$ cat src/rtl/core/bir_pkg.sv
// Shared constants, payload types and configuration types of the bilinear resizer.
package bir_pkg;

  localparam int SRC_MAX_W = 512;
  localparam int SRC_MAX_H = 512;

  localparam int CX_W   = $clog2(SRC_MAX_W);
  localparam int RY_W   = $clog2(SRC_MAX_H);
  localparam int SZW_W  = $clog2(SRC_MAX_W + 1);
  localparam int SZH_W  = $clog2(SRC_MAX_H + 1);
  localparam int SZ_W   = (SZW_W > SZH_W) ? SZW_W : SZH_W;
  localparam int Q_W    = SZ_W + 16;
  localparam int P_W    = 11 + Q_W;
  localparam int IX_W   = P_W - 16;
  localparam int ADDR_W = $clog2(SRC_MAX_W * SRC_MAX_H);
  localparam int CNT_W  = $clog2(Q_W + 1);

  localparam int PADDR_W = 4;

  localparam logic [1:0] REG_SRC_W = 2'd0;
  localparam logic [1:0] REG_SRC_H = 2'd1;
  localparam logic [1:0] REG_DST_W = 2'd2;
  localparam logic [1:0] REG_DST_H = 2'd3;

  localparam logic [9:0]  SRC_W_RST = 10'd512;
  localparam logic [9:0]  SRC_H_RST = 10'd512;
  localparam logic [11:0] DST_W_RST = 12'd416;
  localparam logic [11:0] DST_H_RST = 12'd416;

  localparam logic OP_WRITE   = 1'b0;
  localparam logic OP_COMPUTE = 1'b1;

  typedef struct packed {
    logic        opcode;
    logic [10:0] pos_x;
    logic [10:0] pos_y;
    logic [7:0]  pixel_in;
  } in_t;

  typedef struct packed {
    logic [15:0] pixel_out;
    logic        range_error;
  } out_t;

  typedef struct packed {
    logic [SZ_W-1:0] sw;
    logic [SZ_W-1:0] sh;
    logic [11:0]     dw;
    logic [11:0]     dh;
    logic [Q_W-1:0]  hscale;
    logic [Q_W-1:0]  vscale;
    logic            ready;
  } cfg_t;

endpackage

$ cat src/rtl/core/bir_div.sv
// Restoring divider, one quotient bit per cycle, for the Q16 scale factors.
module bir_div (
  input  logic                    clk_i,
  input  logic                    rst_ni,
  input  logic                    start_i,
  input  logic [bir_pkg::Q_W-1:0] dividend_i,
  input  logic [11:0]             divisor_i,
  output logic                    done_o,
  output logic [bir_pkg::Q_W-1:0] quot_o
);
  import bir_pkg::*;

  logic             busy_q, busy_d;
  logic             done_q, done_d;
  logic [CNT_W-1:0] cnt_q, cnt_d;
  logic [11:0]      rem_q, rem_d;
  logic [11:0]      div_q, div_d;
  logic [Q_W-1:0]   quot_q, quot_d;
  logic [12:0]      trial;
  logic [12:0]      diff;

  always_comb begin
    trial  = {rem_q, quot_q[Q_W-1]};
    diff   = trial - {1'b0, div_q};
    busy_d = busy_q;
    done_d = 1'b0;
    cnt_d  = cnt_q;
    rem_d  = rem_q;
    div_d  = div_q;
    quot_d = quot_q;
    if (start_i) begin
      busy_d = 1'b1;
      cnt_d  = CNT_W'(Q_W);
      rem_d  = '0;
      div_d  = divisor_i;
      quot_d = dividend_i;
    end else if (busy_q) begin
      if (trial >= {1'b0, div_q}) begin
        rem_d  = diff[11:0];
        quot_d = {quot_q[Q_W-2:0], 1'b1};
      end else begin
        rem_d  = trial[11:0];
        quot_d = {quot_q[Q_W-2:0], 1'b0};
      end
      cnt_d = cnt_q - CNT_W'(1);
      if (cnt_q == CNT_W'(1)) begin
        busy_d = 1'b0;
        done_d = 1'b1;
      end
    end
  end

  always_ff @(posedge clk_i or negedge rst_ni) begin
    if (!rst_ni) begin
      busy_q <= 1'b0;
      done_q <= 1'b0;
      cnt_q  <= '0;
    end else begin
      busy_q <= busy_d;
      done_q <= done_d;
      cnt_q  <= cnt_d;
    end
  end

  always_ff @(posedge clk_i) begin
    rem_q  <= rem_d;
    div_q  <= div_d;
    quot_q <= quot_d;
  end

  assign done_o = done_q;
  assign quot_o = quot_q;

endmodule

$ cat src/rtl/core/bir_cfg.sv
// Size registers, effective sizes and the scale factor sequencer.
module bir_cfg (
  input  logic                        clk_i,
  input  logic                        rst_ni,
  input  logic                        psel,
  input  logic                        penable,
  input  logic                        pwrite,
  input  logic [bir_pkg::PADDR_W-1:0] paddr,
  input  logic [31:0]                 pwdata,
  output logic [31:0]                 prdata,
  output logic                        pready,
  output bir_pkg::cfg_t               cfg_o
);
  import bir_pkg::*;

  localparam logic [1:0] CS_IDLE = 2'd0;
  localparam logic [1:0] CS_H    = 2'd1;
  localparam logic [1:0] CS_V    = 2'd2;

  logic [9:0]      src_w_q, src_h_q;
  logic [11:0]     dst_w_q, dst_h_q;
  logic [1:0]      seq_q, seq_d;
  logic            dirty_q, dirty_d;
  logic [Q_W-1:0]  hscale_q, hscale_d, vscale_q, vscale_d;
  logic            wr;
  logic [1:0]      idx;
  logic [SZ_W-1:0] sw, sh;
  logic [11:0]     dw, dh;
  logic            div_start, div_done;
  logic [Q_W-1:0]  div_dividend, div_quot;
  logic [11:0]     div_divisor;

  assign wr     = psel & penable & pwrite;
  assign idx    = paddr[3:2];
  assign pready = 1'b1;

  always_comb begin
    case (idx)
      REG_SRC_W: prdata = 32'(src_w_q);
      REG_SRC_H: prdata = 32'(src_h_q);
      REG_DST_W: prdata = 32'(dst_w_q);
      REG_DST_H: prdata = 32'(dst_h_q);
      default:   prdata = '0;
    endcase
  end

  always_ff @(posedge clk_i or negedge rst_ni) begin
    if (!rst_ni) begin
      src_w_q <= SRC_W_RST;
      src_h_q <= SRC_H_RST;
      dst_w_q <= DST_W_RST;
      dst_h_q <= DST_H_RST;
    end else if (wr) begin
      case (idx)
        REG_SRC_W: src_w_q <= pwdata[9:0];
        REG_SRC_H: src_h_q <= pwdata[9:0];
        REG_DST_W: dst_w_q <= pwdata[11:0];
        REG_DST_H: dst_h_q <= pwdata[11:0];
        default: ;
      endcase
    end
  end

  // zero acts as one, source sizes saturate at the store size
  always_comb begin
    if (src_w_q == '0) sw = SZ_W'(1);
    else if (32'(src_w_q) > SRC_MAX_W) sw = SZ_W'(SRC_MAX_W);
    else sw = SZ_W'(src_w_q);
    if (src_h_q == '0) sh = SZ_W'(1);
    else if (32'(src_h_q) > SRC_MAX_H) sh = SZ_W'(SRC_MAX_H);
    else sh = SZ_W'(src_h_q);
    dw = (dst_w_q == '0) ? 12'd1 : dst_w_q;
    dh = (dst_h_q == '0) ? 12'd1 : dst_h_q;
  end

  always_comb begin
    seq_d        = seq_q;
    hscale_d     = hscale_q;
    vscale_d     = vscale_q;
    div_start    = 1'b0;
    div_dividend = {sw - SZ_W'(1), 16'h0000};
    div_divisor  = dw - 12'd1;
    case (seq_q)
      CS_IDLE: begin
        if (dirty_q) begin
          div_start = 1'b1;
          seq_d     = CS_H;
        end
      end
      CS_H: begin
        div_dividend = {sh - SZ_W'(1), 16'h0000};
        div_divisor  = dh - 12'd1;
        if (div_done) begin
          hscale_d  = div_quot;
          div_start = 1'b1;
          seq_d     = CS_V;
        end
      end
      CS_V: begin
        if (div_done) begin
          vscale_d = div_quot;
          seq_d    = CS_IDLE;
        end
      end
      default: seq_d = CS_IDLE;
    endcase
    dirty_d = wr | (dirty_q & ~(seq_q == CS_IDLE));
  end

  always_ff @(posedge clk_i or negedge rst_ni) begin
    if (!rst_ni) begin
      seq_q   <= CS_IDLE;
      dirty_q <= 1'b1;
    end else begin
      seq_q   <= seq_d;
      dirty_q <= dirty_d;
    end
  end

  always_ff @(posedge clk_i) begin
    hscale_q <= hscale_d;
    vscale_q <= vscale_d;
  end

  bir_div u_div (
    .clk_i      (clk_i),
    .rst_ni     (rst_ni),
    .start_i    (div_start),
    .dividend_i (div_dividend),
    .divisor_i  (div_divisor),
    .done_o     (div_done),
    .quot_o     (div_quot)
  );

  assign cfg_o.sw     = sw;
  assign cfg_o.sh     = sh;
  assign cfg_o.dw     = dw;
  assign cfg_o.dh     = dh;
  assign cfg_o.hscale = hscale_q;
  assign cfg_o.vscale = vscale_q;
  assign cfg_o.ready  = (seq_q == CS_IDLE) & ~dirty_q;

endmodule

$ cat config.mk
export PLATFORM = sky130hd
export DESIGN_NAME = bir_cfg
export DESIGN_NICKNAME = d
export VERILOG_FILES = /design/src/rtl/core/bir_pkg.sv /design/src/rtl/core/bir_div.sv /design/src/rtl/core/bir_cfg.sv
export SDC_FILE = /design/constraint.sdc
export NUM_CORES = 1
export LEC_CHECK = 0
export BUFFER_PORTS_ARGS = -buffer_cell sky130_fd_sc_hd__buf_2
export CORE_MARGIN = 2
export CORE_UTILIZATION = 40
export DETAILED_ROUTE_END_ITERATION = 10
export GPL_ROUTABILITY_DRIVEN = 0
export PLACE_DENSITY = 0.62
export SETUP_SLACK_MARGIN = 0.4
export SLEW_MARGIN = 20
export SYNTH_ARGS = -nofsm -noshare
export SYNTH_HDL_FRONTEND = slang
export SYNTH_SLANG_ARGS = --single-unit
$ cat constraint.sdc
create_clock -name clk_i -period 5 [get_ports clk_i]
set_clock_uncertainty 0.15 [all_clocks]
set_input_delay 0.75 -clock clk_i [delete_from_list [all_inputs] [get_ports clk_i]]
set_output_delay 0.75 -clock clk_i [all_outputs]
set_load 0.01 [all_outputs]
==> flow_metrics.tcl <==
set metrics [dict create \
    status "complete, no violations" \
    clock_sinks 156 \
    ys_ff_latch 156 \
    cp-end-kind "register" \
    r2r_start "seq_q[0]" \
    gr-total-overflow 0 \
    async_flop_share_pct 34.6 \
    synth-main-ff-cell "edfxtp_1" \
    drive_gt1_share_pct 33.5 \
    period_needed_ns 3.38 \
    r2r.worst_path.cells 6 \
    grt.total_usage_pct 17.3 \
    vias_per_cell 5.14 \
    switching_share_pct 33.2 \
    cts_setup_buffers 0 \
    grt_pass1_vias 5066 \
    grt_start_max_net_pins 55 \
    crit_arrival_ns 3.23 \
    die_w_um 143 \
    cp_num_buf_inv 3 \
    cts_tree "done" \
    postCtsHoldBufs 0 \
    root_buffer "clkbuf_16" \
    route.detailed.drc 0 \
    clk_pin_slew_worst_paths_ns 0.07 \
    initial_utilization_pct 41.0 \
    cts_buffers 17 \
    max_cap_viol_count 0 \
    utilization_pct 47.7 \
    top_layer "met4" \
    switching_power_mw 1.41 \
    synth.cell_area_um2 7700 \
    peakVddDrop_v 0.000249 \
    clock.fmax_ghz 0.295 \
    dieArea_um2 20400 \
    p_clk_share_pct 29.1 \
    syn_area_per_cell_um2 12.1 \
    vias 5053 \
    met1_length_mm 7.82 \
    hold_violations 0 \
    cts_resized 0 \
    period_share_pct 67.7 \
    die_h_um 143 \
    crit_path_start_kind "register" \
    min_path_type "in -> async" \
    p_per_area_nw_per_um2 476 \
    drv_slew 0 \
    synth.distinct_cells 64 \
    synth_edf_count 90 \
    route.met3.wl_mm 1.02 \
    grt_pass1_wl_mm 27.1 \
    maxSlewHeadroom_pct 35.2 \
    r2r-end "u_div.quot_o[18]" \
    critPathTopFamily "buffers and inverters" \
    core_um2 18800 \
    clockBufferDepth 2 \
    rsz0062_at_grt "false" \
    clk_latency_ns 0.42 \
    final_nets 795 \
    routed-wl-met2_mm 7.80 \
    setup_viol 0 \
    pwr-share-comb_pct 26.7 \
    power.share.sequential_pct 44.2 \
    crit_path_cell_trace "nand2b_1 -> a21o_1 -> buf_4 -> inv_2 -> nor2_1 -> inv_1" \
    crit_required_ns 4.84 \
    antenna_found_initial 0 \
    rows 50 \
    power_leakage_nw 3.84 \
    critical-path-max-stage-delay_ns 0.68 \
    dpl.hpwl_mm 12.3 \
    yosysSeqAreaShare_pct 55.9 \
    tns_ns 0 \
    worstSetupPathType "reg -> reg" \
    r2r_setup_slack_ns 1.62 \
    n_antenna_cell 0 \
    cp_slowest_cell "inv_1" \
    internal_power_mw 2.84 \
    drt_iter0_drc 342 \
    wl_per_cell_um 17.1 \
    drt-pass1-iter-count 5 \
    yosysWarnings 0 \
    wirelength_mm 16.8 \
    tightest_slew_ns 0.971 \
    htreeDepth 4 \
    boundaryPins 171 \
    antenna_left 0 \
    area_growth_pct 16.2 \
    syn_inst 634 \
    worstPathMaxFanout 43 \
    port_buffers 127 \
]
## layout make-up
type | instances | area, um2
tap | 234 | 293
sequential | 156 | 4310
multi-input combinational | 398 | 2970
clock inverter | 15 | 154
inverter | 31 | 116
fill | 1729 | 9820
clock buffer | 17 | 425
timing repair buffer | 133 | 681
## flip-flops by register name, summed over array words and instances (netlist names)
signal / cells
u_div.busy_q: 1
vscale_q: 26
src_w_q: 10
u_div.quot_o: 26
u_div.cnt_q: 5
hscale_q: 26
u_div.done_o: 1
u_div.div_q: 12
u_div.rem_q: 12
dst_w_q: 12
seq_q: 2
dirty_q: 1
src_h_q: 10
dst_h_q: 12
## cells by family after synthesis
logic type | synth area share [%]
and+or+nand+nor | 11.8
DFF | 55.9
buffers and inverters | 6.44
muxes | 13.2
AOI/OAI and AO/OA | 6.70
xor gates and xnor gates | 2.96
adders and majority gates | 2.86
other | 0.0976
## cell usage in the layout, fill, tap and decap left out, drive strengths merged, types with 3 or more instances in the layout
cell type,synthesis,routed
o22ai,3,3
nor4,7,7
conb,2,21
nor2,38,38
mux2,43,43
nand3,9,9
buf,36,133
mux4,10,10
dfrtp,45,45
ha,16,16
inv,31,38
a211oi,3,3
nor4b,3,3
nand2b,5,5
a21oi,18,18
or3,5,5
nor3b,3,3
a31oi,4,4
dfxtp,12,12
mux2i,27,27
o21a,3,3
edfxtp,90,90
xnor2,15,15
o31ai,4,4
dfstp,9,9
nor2b,19,19
xor2,11,11
nor3,16,16
clkbuf,32,17
nand2,43,43
and2,21,21
o21ai,28,28
clkinv,0,5
clkinvlp,0,3
## synthesized netlist by cell type, types with 9 or more instances
| cell type | number | area share, % |
|---|---|---|
| a21oi_1 | 18 | 1.2 |
| and2_1 | 20 | 1.6 |
| buf_2 | 9 | 0.59 |
| buf_4 | 22 | 2.1 |
| clkbuf_1 | 32 | 1.6 |
| dfrtp_1 | 45 | 15 |
| dfstp_2 | 9 | 3.1 |
| dfxtp_1 | 12 | 3.1 |
| edfxtp_1 | 90 | 35 |
| ha_1 | 16 | 2.6 |
| inv_1 | 29 | 1.4 |
| mux2_2 | 43 | 6.3 |
| mux2i_1 | 22 | 2.9 |
| mux4_2 | 10 | 2.9 |
| nand2_1 | 43 | 2.1 |
| nor2_1 | 38 | 1.9 |
| nor2b_1 | 19 | 1.5 |
| nor3_1 | 14 | 0.91 |
| o21ai_0 | 16 | 1.0 |
| o21ai_1 | 11 | 0.72 |
| xnor2_1 | 15 | 1.7 |
| xor2_1 | 11 | 1.3 |
## power by group through the flow
stage / logic (mW) / clock network (mW) / registers, mW
finish: 1.14 / 1.24 / 1.88
global route: 1.26 / 1.33 / 1.91
CTS: 1.14 / 1.26 / 1.88
detailed placement: 1.13 / 0 / 1.90
global placement: 1.10 / 0 / 1.89
floorplan: 0.918 / 0 / 1.78
## metal layers
| metal | track usage, % | vias up |
|---|---|---|
| met5 | 0 | - |
| met4 | 5.47 | 0 |
| met3 | 4.19 | 13 |
| met2 | 27.6 | 169 |
| met1 | 23.4 | 2465 |
| li1 | - | 2406 |
## through the flow
step / total power [mW] / instance area (um2) / setup slack, ns / hold slack (ns) / instances
6_report: 4.25 / 8950 / 1.62 / 0.303 / 984
3_3_place_gp: 3.00 / 8370 / 1.72 / 0.304 / 952
2_1_floorplan: 2.70 / 7770 / 2.33 / 0.286 / 653
5_1_grt: 4.50 / 8950 / 1.31 / 0.334 / 984
3_5_place_dp: 3.04 / 8370 / 1.57 / 0.313 / 952
4_1_cts: 4.28 / 8950 / 1.53 / 0.306 / 984
## worst max path at each step
stage                     cells after the start                to  slack (ns)      from
final                                         6  u_div.quot_o[18]        1.62  seq_q[0]
after floorplan                               3         prdata[0]        2.33  paddr[2]
after detailed placement                      6  u_div.quot_o[21]        1.57  seq_q[0]
after CTS                                     6   u_div.quot_o[7]        1.53  seq_q[0]
after global placement                        6  u_div.quot_o[12]        1.72  seq_q[0]
after global routing                          6  u_div.quot_o[22]        1.31  seq_q[0]
No activity file was read; power rests on OpenSTA's default activity.
